===== src/rtl/fspc_pkg.sv =====
// ----------------------------------------------------------------------------
// fspc_pkg
// types, constants and register indexes shared by the fan speed pid controller
// ----------------------------------------------------------------------------
package fspc_pkg;

    localparam int DIV_W  = 24;   // dividend and quotient width
    localparam int DSR_W  = 16;   // divisor width
    localparam int OPA_W  = 17;   // signed multiplier operand
    localparam int GAIN_W = 16;
    localparam int PROD_W = 34;
    localparam int ACC_W  = 36;
    localparam int RPM_W  = 15;
    localparam int DUTY_W = 8;
    localparam int ESUM_W = 16;
    localparam int CFG_W  = 16;
    localparam int IDX_W  = 3;

    localparam logic [DIV_W-1:0] RPM_NUMERATOR = 24'd15000000;
    localparam logic [RPM_W-1:0] RPM_MAX       = 15'd32767;
    // 8/5 as a reciprocal scaled by 2^15
    localparam logic [GAIN_W-1:0] GROW_RECIP   = 16'd52429;

    localparam logic [GAIN_W-1:0] GAIN_P_RST    = 16'd655;
    localparam logic [GAIN_W-1:0] GAIN_I_RST    = 16'd1311;
    localparam logic [GAIN_W-1:0] GAIN_D_RST    = 16'd20589;
    localparam logic [14:0]       INT_FLOOR_RST = 15'd350;
    localparam logic [14:0]       INT_CEIL_RST  = 15'd20000;
    localparam logic [7:0]        DUTY_FLOOR_RST = 8'd7;
    localparam logic [7:0]        DUTY_CEIL_RST  = 8'd255;
    localparam logic [15:0]       WIN_SPLIT_RST = 16'd1875;
    localparam logic [RPM_W-1:0]  SETPOINT_RST  = 15'd1500;

    localparam logic [IDX_W-1:0] REG_GAIN_P     = 3'd0;
    localparam logic [IDX_W-1:0] REG_GAIN_I     = 3'd1;
    localparam logic [IDX_W-1:0] REG_GAIN_D     = 3'd2;
    localparam logic [IDX_W-1:0] REG_INT_FLOOR  = 3'd3;
    localparam logic [IDX_W-1:0] REG_INT_CEIL   = 3'd4;
    localparam logic [IDX_W-1:0] REG_DUTY_FLOOR = 3'd5;
    localparam logic [IDX_W-1:0] REG_DUTY_CEIL  = 3'd6;
    localparam logic [IDX_W-1:0] REG_WIN_SPLIT  = 3'd7;

    localparam logic CMD_EDGE   = 1'b0;
    localparam logic CMD_TARGET = 1'b1;
    localparam logic KIND_SPEED = 1'b0;
    localparam logic KIND_ECHO  = 1'b1;

    localparam logic [2:0] MAC_LAST_STEP  = 3'd4;
    localparam logic [2:0] GROW_LAST_STEP = 3'd2;

    typedef enum logic [2:0] {
        ST_IDLE,
        ST_DIV,
        ST_SUM,
        ST_GROW,
        ST_MUL,
        ST_DUTY,
        ST_OUT
    } fspc_state_t;

    typedef struct packed {
        logic busy;
        logic done;
    } fspc_div_stat_t;

    typedef struct packed {
        logic issue;
        logic first;
        logic negate;
    } fspc_mac_ctl_t;

endpackage


===== src/rtl/fspc_div.sv =====
// ----------------------------------------------------------------------------
// fspc_div
// restoring serial divider, one quotient bit per cycle
// ----------------------------------------------------------------------------
module fspc_div (
    input  logic                          aclk,
    input  logic                          aresetn,
    input  logic                          start,
    input  logic [fspc_pkg::DIV_W-1:0]    dividend,
    input  logic [fspc_pkg::DSR_W-1:0]    divisor,
    output logic [fspc_pkg::DIV_W-1:0]    quotient,
    output fspc_pkg::fspc_div_stat_t      stat
);
    import fspc_pkg::*;

    localparam int CNT_W = $clog2(DIV_W);
    localparam logic [CNT_W-1:0] CNT_LAST = CNT_W'(DIV_W - 1);

    logic [DIV_W-1:0] dq_reg;
    logic [DSR_W-1:0] rem_reg;
    logic [DSR_W-1:0] dsr_reg;
    logic [CNT_W-1:0] cnt_reg;
    logic             busy_reg;
    logic             done_reg;

    logic [DSR_W:0]   trial;
    logic [DSR_W:0]   diff;
    logic             qbit;

    assign trial = {rem_reg, dq_reg[DIV_W-1]};
    assign diff  = trial - {1'b0, dsr_reg};
    assign qbit  = (trial >= {1'b0, dsr_reg});

    always_ff @(posedge aclk) begin
        if (!aresetn) begin
            busy_reg <= 1'b0;
            done_reg <= 1'b0;
            cnt_reg  <= '0;
        end else begin
            done_reg <= 1'b0;
            if (start) begin
                busy_reg <= 1'b1;
                cnt_reg  <= '0;
            end else if (busy_reg) begin
                cnt_reg <= cnt_reg + 1'b1;
                if (cnt_reg == CNT_LAST) begin
                    busy_reg <= 1'b0;
                    done_reg <= 1'b1;
                end
            end
        end
    end

    // a zero divisor yields all ones, which saturates like a very fast fan
    always_ff @(posedge aclk) begin
        if (start) begin
            dq_reg  <= dividend;
            rem_reg <= '0;
            dsr_reg <= divisor;
        end else if (busy_reg) begin
            dq_reg  <= {dq_reg[DIV_W-2:0], qbit};
            rem_reg <= qbit ? diff[DSR_W-1:0] : trial[DSR_W-1:0];
        end
    end

    assign quotient  = dq_reg;
    assign stat.busy = busy_reg;
    assign stat.done = done_reg;

endmodule


===== src/rtl/fspc_mac.sv =====
// ----------------------------------------------------------------------------
// fspc_mac
// shared signed multiplier with a registered product and an accumulator
// ----------------------------------------------------------------------------
module fspc_mac (
    input  logic                               aclk,
    input  logic                               aresetn,
    input  fspc_pkg::fspc_mac_ctl_t            ctl,
    input  logic signed [fspc_pkg::OPA_W-1:0]  op_a,
    input  logic [fspc_pkg::GAIN_W-1:0]        op_b,
    output logic signed [fspc_pkg::ACC_W-1:0]  acc
);
    import fspc_pkg::*;

    logic signed [PROD_W-1:0] prod_reg;
    fspc_mac_ctl_t            pctl_reg;
    logic signed [ACC_W-1:0]  acc_reg;
    logic signed [ACC_W-1:0]  acc_next;
    logic signed [ACC_W-1:0]  prod_ext;
    logic signed [ACC_W-1:0]  base;

    always_ff @(posedge aclk) begin
        if (!aresetn) begin
            pctl_reg <= '0;
        end else begin
            pctl_reg <= ctl;
        end
    end

    always_ff @(posedge aclk) begin
        prod_reg <= op_a * $signed({1'b0, op_b});
        acc_reg  <= acc_next;
    end

    always_comb begin
        prod_ext = ACC_W'(prod_reg);
        base     = pctl_reg.first ? '0 : acc_reg;
        acc_next = acc_reg;
        if (pctl_reg.issue) begin
            acc_next = pctl_reg.negate ? (base - prod_ext) : (base + prod_ext);
        end
    end

    assign acc = acc_reg;

endmodule


===== src/rtl/fan_speed_pid_controller.sv =====
// ----------------------------------------------------------------------------
// fan_speed_pid_controller
// fan speed pid loop: tach period to rpm, clamped integral with a one-time
// correction on the first target crossing, and a clamped pwm duty
// ----------------------------------------------------------------------------
//  channel  direction  tdata (low bit first)                  tuser
//  s_       in         period_count, window_count, target_rpm command
//  m_       out        rpm, duty                              kind
//  cfg_     in         index and 16-bit data, no read-back    -
//
//  one item at a time; a set-target item goes straight to its echo, a dropped edge back to idle
//  a used edge runs through the divide, sum, multiply and duty states, the serial divider
//  dominating; the first crossing of a falling target adds a grow step for a multiply
//  the single result register lets the next item in while a result waits;
//  m_tready low holds the block in its output state until the slot frees
//  reset is synchronous, active low, and restores the loop state and config registers, not the data registers
// ----------------------------------------------------------------------------
module fan_speed_pid_controller (
    input  logic                          aclk,
    input  logic                          aresetn,
    input  logic                          s_tvalid,
    output logic                          s_tready,
    input  logic [47:0]                   s_tdata,  // period_count, window_count, target_rpm
    input  logic                          s_tuser,  // command
    output logic                          m_tvalid,
    input  logic                          m_tready,
    output logic [23:0]                   m_tdata,  // rpm, duty
    output logic                          m_tuser,  // kind
    input  logic                          cfg_wr_en,
    input  logic [fspc_pkg::IDX_W-1:0]    cfg_index,
    input  logic [fspc_pkg::CFG_W-1:0]    cfg_wdata
);
    import fspc_pkg::*;

    // configuration
    logic [15:0] gain_p_reg, gain_i_reg, gain_d_reg, win_split_reg;
    logic [14:0] int_floor_reg, int_ceil_reg;
    logic [7:0]  duty_floor_reg, duty_ceil_reg;

    always_ff @(posedge aclk) begin
        if (!aresetn) begin
            gain_p_reg     <= GAIN_P_RST;
            gain_i_reg     <= GAIN_I_RST;
            gain_d_reg     <= GAIN_D_RST;
            int_floor_reg  <= INT_FLOOR_RST;
            int_ceil_reg   <= INT_CEIL_RST;
            duty_floor_reg <= DUTY_FLOOR_RST;
            duty_ceil_reg  <= DUTY_CEIL_RST;
            win_split_reg  <= WIN_SPLIT_RST;
        end else if (cfg_wr_en) begin
            case (cfg_index)
                REG_GAIN_P:     gain_p_reg     <= cfg_wdata;
                REG_GAIN_I:     gain_i_reg     <= cfg_wdata;
                REG_GAIN_D:     gain_d_reg     <= cfg_wdata;
                REG_INT_FLOOR:  int_floor_reg  <= cfg_wdata[14:0];
                REG_INT_CEIL:   int_ceil_reg   <= cfg_wdata[14:0];
                REG_DUTY_FLOOR: duty_floor_reg <= cfg_wdata[7:0];
                REG_DUTY_CEIL:  duty_ceil_reg  <= cfg_wdata[7:0];
                REG_WIN_SPLIT:  win_split_reg  <= cfg_wdata;
                default: ;
            endcase
        end
    end

    // input fields
    logic              in_cmd;
    logic [15:0]       in_period;
    logic [15:0]       in_window;
    logic [RPM_W-1:0]  in_target;

    assign in_cmd    = s_tuser;
    assign in_period = s_tdata[15:0];
    assign in_window = s_tdata[31:16];
    assign in_target = s_tdata[46:32];

    // loop state and working registers
    fspc_state_t              state_reg, state_next;
    logic                     second_edge_reg, second_edge_next;
    logic                     window_prev_reg, window_prev_next;
    logic                     overshoot_reg, overshoot_next;
    logic                     up_reg, up_next;
    logic [RPM_W-1:0]         setpoint_reg, setpoint_next;
    logic [ESUM_W-1:0]        esum_reg, esum_next;
    logic [RPM_W-1:0]         last_rpm_reg, last_rpm_next;
    logic [RPM_W-1:0]         rpm_reg, rpm_next;
    logic signed [OPA_W-1:0]  err_reg, err_next;
    logic signed [OPA_W-1:0]  diff_reg, diff_next;
    logic [2:0]               step_reg, step_next;
    logic                     res_kind_reg, res_kind_next;
    logic [RPM_W-1:0]         res_rpm_reg, res_rpm_next;
    logic [DUTY_W-1:0]        res_duty_reg, res_duty_next;
    logic                     m_valid_reg, m_valid_next;
    logic                     m_kind_reg;
    logic [RPM_W-1:0]         m_rpm_reg;
    logic [DUTY_W-1:0]        m_duty_reg;
    logic                     out_load;

    // shared units
    logic                     div_start;
    logic [DIV_W-1:0]         div_dividend;
    logic [DSR_W-1:0]         div_divisor;
    logic [DIV_W-1:0]         div_q;
    fspc_div_stat_t           div_stat;
    fspc_mac_ctl_t            mac_ctl;
    logic signed [OPA_W-1:0]  mac_a;
    logic [GAIN_W-1:0]        mac_b;
    logic signed [ACC_W-1:0]  mac_acc;

    fspc_div u_div (
        .aclk     (aclk),
        .aresetn  (aresetn),
        .start    (div_start),
        .dividend (div_dividend),
        .divisor  (div_divisor),
        .quotient (div_q),
        .stat     (div_stat)
    );

    fspc_mac u_mac (
        .aclk    (aclk),
        .aresetn (aresetn),
        .ctl     (mac_ctl),
        .op_a    (mac_a),
        .op_b    (mac_b),
        .acc     (mac_acc)
    );

    // combinational helpers
    logic                     phase;
    logic signed [OPA_W-1:0]  err_c;
    logic signed [17:0]       sum_c;
    logic [14:0]              clamped;
    logic                     crossed;
    logic signed [19:0]       pwm_c;
    logic [DUTY_W-1:0]        duty_c;

    always_comb begin
        phase   = (in_window > win_split_reg);
        err_c   = $signed({2'b00, setpoint_reg}) - $signed({2'b00, rpm_reg});
        sum_c   = $signed({2'b00, esum_reg}) + 18'(err_c);
        if (sum_c > $signed({3'b000, int_ceil_reg})) begin
            clamped = int_ceil_reg;
        end else if (sum_c < $signed({3'b000, int_floor_reg})) begin
            clamped = int_floor_reg;
        end else begin
            clamped = sum_c[14:0];
        end
        crossed = up_reg ? (rpm_reg > setpoint_reg) : (rpm_reg < setpoint_reg);

        // truncate toward zero
        pwm_c = mac_acc[ACC_W-1:16];
        if (mac_acc[ACC_W-1] && (mac_acc[15:0] != 16'd0)) begin
            pwm_c = pwm_c + 20'sd1;
        end
        if (pwm_c > $signed({12'd0, duty_ceil_reg})) begin
            duty_c = duty_ceil_reg;
        end else if (pwm_c < $signed({12'd0, duty_floor_reg})) begin
            duty_c = duty_floor_reg;
        end else begin
            duty_c = pwm_c[DUTY_W-1:0];
        end
    end

    always_comb begin
        state_next       = state_reg;
        second_edge_next = second_edge_reg;
        window_prev_next = window_prev_reg;
        overshoot_next   = overshoot_reg;
        up_next          = up_reg;
        setpoint_next    = setpoint_reg;
        esum_next        = esum_reg;
        last_rpm_next    = last_rpm_reg;
        rpm_next         = rpm_reg;
        err_next         = err_reg;
        diff_next        = diff_reg;
        step_next        = step_reg;
        res_kind_next    = res_kind_reg;
        res_rpm_next     = res_rpm_reg;
        res_duty_next    = res_duty_reg;
        s_tready         = 1'b0;
        out_load         = 1'b0;
        div_start        = 1'b0;
        div_dividend     = RPM_NUMERATOR;
        div_divisor      = in_period;
        mac_ctl          = '0;
        mac_a            = err_reg;
        mac_b            = gain_p_reg;

        case (state_reg)
            ST_IDLE: begin
                s_tready = 1'b1;
                if (s_tvalid) begin
                    if (in_cmd == CMD_TARGET) begin
                        setpoint_next  = in_target;
                        overshoot_next = 1'b0;
                        up_next        = (in_target > last_rpm_reg);
                        res_kind_next  = KIND_ECHO;
                        res_rpm_next   = in_target;
                        res_duty_next  = '0;
                        state_next     = ST_OUT;
                    end else if (!second_edge_reg) begin
                        second_edge_next = 1'b1;
                    end else begin
                        second_edge_next = 1'b0;
                        if (phase != window_prev_reg) begin
                            window_prev_next = phase;
                            div_start        = 1'b1;
                            state_next       = ST_DIV;
                        end
                    end
                end
            end
            ST_DIV: begin
                if (div_stat.done) begin
                    rpm_next   = (div_q > DIV_W'(RPM_MAX)) ? RPM_MAX : div_q[RPM_W-1:0];
                    state_next = ST_SUM;
                end
            end
            ST_SUM: begin
                err_next      = err_c;
                diff_next     = $signed({2'b00, rpm_reg}) - $signed({2'b00, last_rpm_reg});
                last_rpm_next = rpm_reg;
                step_next     = '0;
                esum_next     = {1'b0, clamped};
                state_next    = ST_MUL;
                // one-time correction on the first crossing of the target
                if (!overshoot_reg && crossed) begin
                    overshoot_next = 1'b1;
                    if (up_reg) begin
                        esum_next = {2'b00, clamped[14:1]};
                    end else begin
                        state_next = ST_GROW;
                    end
                end
            end
            ST_GROW: begin
                step_next = step_reg + 3'd1;
                if (step_reg == 3'd0) begin
                    mac_ctl = '{issue: 1'b1, first: 1'b1, negate: 1'b0};
                    mac_a   = $signed({1'b0, esum_reg});
                    mac_b   = GROW_RECIP;
                end
                // floor(8x/5) as x * 52429 / 2^15, exact for a 15-bit x
                if (step_reg == GROW_LAST_STEP) begin
                    esum_next  = mac_acc[30:15];
                    step_next  = '0;
                    state_next = ST_MUL;
                end
            end
            ST_MUL: begin
                step_next = step_reg + 3'd1;
                case (step_reg)
                    3'd0: begin
                        mac_ctl = '{issue: 1'b1, first: 1'b1, negate: 1'b0};
                        mac_a   = err_reg;
                        mac_b   = gain_p_reg;
                    end
                    3'd1: begin
                        mac_ctl = '{issue: 1'b1, first: 1'b0, negate: 1'b0};
                        mac_a   = $signed({1'b0, esum_reg});
                        mac_b   = gain_i_reg;
                    end
                    3'd2: begin
                        mac_ctl = '{issue: 1'b1, first: 1'b0, negate: 1'b1};
                        mac_a   = diff_reg;
                        mac_b   = gain_d_reg;
                    end
                    default: ;
                endcase
                // last product passes through the product register, then the accumulator
                if (step_reg == MAC_LAST_STEP) begin
                    state_next = ST_DUTY;
                end
            end
            ST_DUTY: begin
                res_kind_next = KIND_SPEED;
                res_rpm_next  = rpm_reg;
                res_duty_next = duty_c;
                state_next    = ST_OUT;
            end
            ST_OUT: begin
                if (!m_valid_reg || m_tready) begin
                    out_load   = 1'b1;
                    state_next = ST_IDLE;
                end
            end
            default: begin
                state_next = ST_IDLE;
            end
        endcase
    end

    assign m_valid_next = out_load | (m_valid_reg & ~m_tready);

    always_ff @(posedge aclk) begin
        if (!aresetn) begin
            state_reg       <= ST_IDLE;
            second_edge_reg <= 1'b0;
            window_prev_reg <= 1'b1;
            overshoot_reg   <= 1'b0;
            up_reg          <= 1'b1;
            setpoint_reg    <= SETPOINT_RST;
            esum_reg        <= '0;
            last_rpm_reg    <= SETPOINT_RST;
            step_reg        <= '0;
            m_valid_reg     <= 1'b0;
        end else begin
            state_reg       <= state_next;
            second_edge_reg <= second_edge_next;
            window_prev_reg <= window_prev_next;
            overshoot_reg   <= overshoot_next;
            up_reg          <= up_next;
            setpoint_reg    <= setpoint_next;
            esum_reg        <= esum_next;
            last_rpm_reg    <= last_rpm_next;
            step_reg        <= step_next;
            m_valid_reg     <= m_valid_next;
        end
    end

    always_ff @(posedge aclk) begin
        rpm_reg      <= rpm_next;
        err_reg      <= err_next;
        diff_reg     <= diff_next;
        res_kind_reg <= res_kind_next;
        res_rpm_reg  <= res_rpm_next;
        res_duty_reg <= res_duty_next;
        if (out_load) begin
            m_kind_reg <= res_kind_reg;
            m_rpm_reg  <= res_rpm_reg;
            m_duty_reg <= res_duty_reg;
        end
    end

    assign m_tvalid = m_valid_reg;
    assign m_tuser  = m_kind_reg;
    assign m_tdata  = {1'b0, m_duty_reg, m_rpm_reg};

endmodule


===== config.mk =====
export PLATFORM = sky130hd
export DESIGN_NAME = fan_speed_pid_controller
export DESIGN_NICKNAME = d
export VERILOG_FILES = /design/src/rtl/fspc_pkg.sv /design/src/rtl/fspc_div.sv /design/src/rtl/fspc_mac.sv /design/src/rtl/fan_speed_pid_controller.sv
export SDC_FILE = /design/constraint.sdc
export NUM_CORES = 2
export LEC_CHECK = 0
export BUFFER_PORTS_ARGS = -buffer_cell sky130_fd_sc_hd__clkbuf_2
export CORE_UTILIZATION = 67
export DETAILED_ROUTE_END_ITERATION = 10
export GPL_TIMING_DRIVEN = 0
export PLACE_DENSITY = 0.82
export RECOVER_POWER = 25
export REMOVE_ABC_BUFFERS = 1
export SLEW_MARGIN = 20
export SYNTH_ARGS = -nofsm -noshare
export SYNTH_HDL_FRONTEND = slang
export SYNTH_SLANG_ARGS = --single-unit

===== constraint.sdc =====
create_clock -name aclk -period 18.85 [get_ports aclk]
set_input_delay 2.8275 -clock aclk [delete_from_list [all_inputs] [get_ports aclk]]
set_output_delay 2.8275 -clock aclk [all_outputs]
set_load 0.1 [all_outputs]

== Word-level counts from Yosys, hierarchy flattened ==
Index checks and enable logic that the tools add are counted.

* Output and inout port bits: 27
* Bits in registers: 399
* Bits of input ports: 73
* Word-level logic and storage cells: 183

* $mul: 1
* Add/subtract/negate cells: 9
* Reductions and logical operators: 31
* Equal/unequal tests: 27
* $lt $le $gt $ge: 10
* Bitwise operators: 6
* Mux-type cells: 61

{| class="wikitable"
|+ Operators with widths
! cell !! number
|-
| case mux 16 bit (2 select lines) || 3
|-
| two-way mux 15 bit || 6
|-
| two-way mux 36 bit || 2
|-
| case mux 17 bit (2 select lines) || 2
|-
| two-way mux 16 bit || 3
|-
| adder 36 x 34 -> 36 bit || 1
|-
| two-way mux 3 bit || 12
|-
| subtractor 36 x 34 -> 36 bit || 1
|-
| multiplier 17 x 17 -> 34 bit || 1
|-
| two-way mux 8 bit || 4
|-
| subtractor 15 x 15 -> 16 bit || 2
|-
| greater-than comparator 15 bit || 2
|-
| case mux 15 bit (2 select lines) || 1
|-
| == test 3 bit, second input constant || 8
|-
| greater-than comparator 24 x 15 -> 1 bit, second input constant || 1
|-
| case mux 3 bit (7 select lines) || 1
|-
| adder 20 x 2 -> 20 bit, second input constant || 1
|-
| greater-than comparator 20 x 9 -> 1 bit || 1
|-
| < comparator 20 x 9 -> 1 bit || 1
|-
| two-way mux 20 bit || 1
|-
| AND reduction 2 bit || 10
|-
| two-way mux 1 bit || 19
|-
| adder 17 x 16 -> 18 bit || 1
|-
| greater-than comparator 18 x 16 -> 1 bit || 1
|-
| 35 further kinds || 60
|}

== Depth between registers and ports, before layout ==
* Depth after elaboration: 8
* Mapped depth: 35
* Gate-level depth less buffers: 33

== Hierarchy ==
From an unflattened synthesis, not the netlist that was laid out.

* Cell total of the unflattened synthesis: 3816
* Area total of the unflattened synthesis: 34169.0 sq um

{| class="wikitable"
|+ By module, submodules not included
! module !! area each (sq um) !! cells an instance !! instances
|-
| fan_speed_pid_controller || 15552.4 || 1818 || 1
|-
| fspc_mac || 15092.0 || 1663 || 1
|-
| fspc_div || 3524.6 || 335 || 1
|}

== Worst setup path before layout ==
Ideal clock, no wire load.

* Path type: reg2reg
* From: reg state_reg[1]
* To: reg u_mac.prod_reg[32]
* Setup slack: 11.193 ns
* Stages on the path, launching flop included: 33
* Period minus slack after synthesis: 7.657 ns
* Buffers on the path: 4
* Arrival: 7.585 ns
* Cell sequence: dfxtp_1 -> clkbuf_1 -> nor2_1 -> nand2_1 -> or3_1 -> clkbuf_1 -> nor2_1 -> clkbuf_1 -> a22oi_1 -> nand2_1 -> clkbuf_1 -> nand2_1 -> fa_1 -> inv_1 -> fa_1 -> fa_1 -> fa_1 -> fa_1 -> inv_1 -> fa_1 -> inv_1 -> ha_1 -> a21o_1 -> a21o_1 -> a21oi_1 -> o221ai_1 -> a21o_1 -> a211o_1 -> nand2_1 -> o211a_1 -> o21bai_1 -> a21oi_1 -> xnor2_1

* Longest elaborated chain between the ends: 3
* Elaborated cells between the ends (all ways): 5
* Classes of those cells: mul (1); eq/ne (2); mux (2)

{| class="wikitable"
|+ Ends and longest elaborated chain
! what !! line !! text
|-
| start, declared || fan_speed_pid_controller.sv:77 || <nowiki>fspc_state_t state_reg, state_next;</nowiki>
|-
| start signal, assigned || fan_speed_pid_controller.sv:308 || <nowiki>state_reg <= state_next;</nowiki>
|-
| == test 3 bit / == test 3 x 2 -> 1 bit (equally long branches) || fan_speed_pid_controller.sv:189 || <nowiki>case (state_reg)</nowiki>
|-
| case mux 17 bit (2 select lines) / case mux 16 bit (2 select lines) (equally long branches) || fan_speed_pid_controller.sv:189 ||
|-
| multiplier 17 x 17 -> 34 bit * || fspc_mac.sv:31 || <nowiki>prod_reg <= op_a * $signed({1'b0, op_b});</nowiki>
|-
| end signal, assigned || fspc_mac.sv:31 ||
|-
| end, declared || fspc_mac.sv:15 || <nowiki>logic signed [PROD_W-1:0] prod_reg;</nowiki>
|}

Every way passes the cells marked *; elsewhere a longest branch is shown, timed or not.
A chain may end at the register's enable or synchronous reset.

== Worst setup path after layout ==
* From: reg state_reg[1]
* To: reg u_mac.prod_reg[33]

The elaborated chain is that of the path after synthesis.

==> metrics.md <==
| Metric | Value |
|---|---|
| Clk_lat worst skew | `0.60 ns` |
| Clock transition at the registers of the reported paths | `0.06 ns` |
| Cells resized by post-CTS repair | `0` |
| Setup bufs post-CTS | `0` |
| F_max | `102 MHz` |
| Post-layout min period | `9.76 ns` |
| Overall routing resource usage | `35.7%` |
| Slew HR | `3.78%` |
| Register area share after synthesis | `28.4%` |
| Hold Path Class | `reg -> reg` |
| Prevailing post-synth register cell | `dfxtp_1` |
| DR WL/cell | `19.5 microns` |
| Inserted Diodes | `0` |
| Mapped cell area | `0.0332 sq mm` |
| DRC errors left | `0` |
| Final Hold Viols | `0` |
| Initial antenna violation count | `0` |
| Final period util | `51.8%` |
| Yosys top cell by area | `fa_1` |
| TritonCTS clock tree | `yes` |
| Commonest cells in the netlist | `nand2_1, inv_1, nor2_1` |
| Die W | `225 microns` |
| Synthesis-to-finish area growth | `7.96%` |
| CTS Sinks | `398` |
| Die Height | `225 microns` |
| Max FO, Critical Path | `19` |
| Placed Instances | `4,450` |
| TNS Setup | `0 ns` |
| Synth area leaders | `fa_1, dfxtp_1, edfxtp_1` |
| Cts hold-fix bufs | `0` |
| Count leader, synth | `nand2_1` |
| Post-DP HPWL | `67,200 microns` |
| Yosys warns | `0` |
| Unrepaired setup endpoints after global routing | `false` |
| Final setup fails | `0` |
| Clock Tree Buf Depth | `3` |
| Gpl congestion | `0.976` |
| Crit path kind | `reg -> reg` |
| Post-synth EDFFs | `147` |
| First DRT Iteration DRCs | `2,294` |
| First drt pass iteration count | `6` |
| Root buf cell | `clkbuf_16` |
| Antenna-violating nets left | `0` |
| Crit path DAT | `10.19 ns` |
| FF+latch count, synth | `398` |
| Cells after Synth | `3,799` |
| Vias per cell | `6.07` |
| Asr flop ratio synth | `0%` |
| Vias in the first global route | `27.1k` |
| Largest net degree at the start of global routing | `50` |
| IO Pins | `100` |
| Area share of the largest cell type after synthesis | `17.1%` |
| Cell Count, Final, Fillers Out | `4,530` |
| Max Cap Viol | `0` |
| Gr ovfl total | `0` |
| Nets | `4,457` |
| Max Slew Vio Count | `0` |
| Syn avg cell area | `8.74 sq um` |
| Max FFs per register | `36` |
| Starting density of the core | `67.8%` |
| Status | `complete, no violations` |
| Post-Route WL | `88,400 microns` |
| H-tree Lvls | `2` |
| Setup crit start kind | `flop` |
| CP endpoint kind | `flop` |
| Die footprint | `0.0504 sq mm` |
| PortBufs | `97` |
| Worst Tran Pin Value | `1.44 ns` |
| Synth cell types | `93` |
| Layout cells sized above 1 | `6.41%` |
| Worst Path Required | `19.28 ns` |
| Hold_ws | `0.420 ns` |
| Core area | `0.0490 sq mm` |
| # rows | `81` |
| Clk_skew | `0.0294 ns` |
| DR vias | `27.5k` |
| First-pass GRT wire length | `141,000 microns` |
| Total clock buffers created by CTS | `44` |
## metrics by stage
step	setup WS (ns)	instance area, sq um	util [%]
after floorplan	10.76	32600	-
after global placement	8.26	34000	69.4
after detailed placement	9.25	34400	70.3
after CTS	9.20	35900	73.3
after global routing	8.58	35800	73.2
final	9.09	35800	73.2
## path summary, 6_finish.rpt
kind | start | to | slack, ns | cells past startpoint
setup / recovery | state_reg[1] | u_mac.prod_reg[33] | 9.09 | 24
hold / removal | res_duty_reg[4] | m_duty_reg[4] | 0.42 | 0
setup reg to reg | state_reg[1] | u_mac.prod_reg[33] | 9.09 | 24
hold reg to reg | res_duty_reg[4] | m_duty_reg[4] | 0.42 | 0
## final cells by class
type                    instances  area [sq um]
repair buffers                124           788
inverters                     534          2010
clock inverters                13           156
clock buffers                  66          1330
fillers                      3622         13100
multi-input cells            2731         21300
well taps                     664           831
flip-flops and latches        398          9440
## placed cells by master (no fill, tap or decap), types with 23 or more instances in the layout
| master | synthesis | layout |
|---|---|---|
| a21oi_1 | 237 | 235 |
| inv_1 | 533 | 532 |
| fa_1 | 284 | 284 |
| a22oi_1 | 23 | 23 |
| nand2_1 | 546 | 545 |
| nand3_1 | 79 | 79 |
| a21o_1 | 60 | 60 |
| clkbuf_1 | 115 | 25 |
| and2_1 | 29 | 29 |
| nor2_1 | 313 | 307 |
| xor2_1 | 36 | 36 |
| a211oi_1 | 28 | 28 |
| nor2b_1 | 70 | 68 |
| nand2b_1 | 25 | 25 |
| or2_2 | 23 | 23 |
| clkbuf_2 | 7 | 86 |
| o21ai_0 | 109 | 109 |
| nor3_1 | 45 | 43 |
| dfxtp_1 | 251 | 249 |
| o21a_1 | 26 | 26 |
| a31oi_1 | 28 | 28 |
| o211ai_1 | 55 | 55 |
| mux2i_1 | 46 | 46 |
| nand4_1 | 29 | 29 |
| clkbuf_16 | 0 | 47 |
| ha_1 | 267 | 267 |
| edfxtp_1 | 147 | 147 |
| xnor2_1 | 113 | 113 |
## metal layers
layer / up-vias / GRT usage [%] / share of wire [%]
met2: 1189 / 60.2 / 47
li1: 12700 / - / -
met4: 0 / 17.7 / 5.4
met3: 303 / 5.90 / 8.5
met5: - / 0 / 0
met1: 13300 / 44.6 / 39
## kinds of logic after synthesis
kind of cell               share of synthesized area, %
muxes                                              1.45
DFF                                                28.4
adders and majority gates                          27.2
buffers and inverters                              7.70
other                                            0.0113
AOI/OAI and AO/OA                                  14.6
and+or+nand+nor                                    16.7
xor gates and xnor gates                           3.98
## critical path: stages, from the launching register on
cell	delay, ns
dfxtp_1	0.71
nand2b_1	0.31
nor2_1	0.67
nand2_1	0.37
nand2_1	0.57
o22a_1	0.60
nand2_1	0.19
fa_1	0.70
inv_1	0.14
fa_1	0.90
fa_1	0.52
fa_1	0.50
fa_1	0.55
inv_1	0.06
fa_1	0.53
inv_1	0.04
ha_1	0.35
a211oi_1	0.31
a21boi_0	0.26
o31ai_1	0.09
a31oi_1	0.28
a211o_1	0.25
o2111ai_1	0.16
a21oi_1	0.19
xnor2_1	0.31
Power is not shown: default switching activity piles up to over one toggle a cycle in this logic, so the estimate is an artifact.
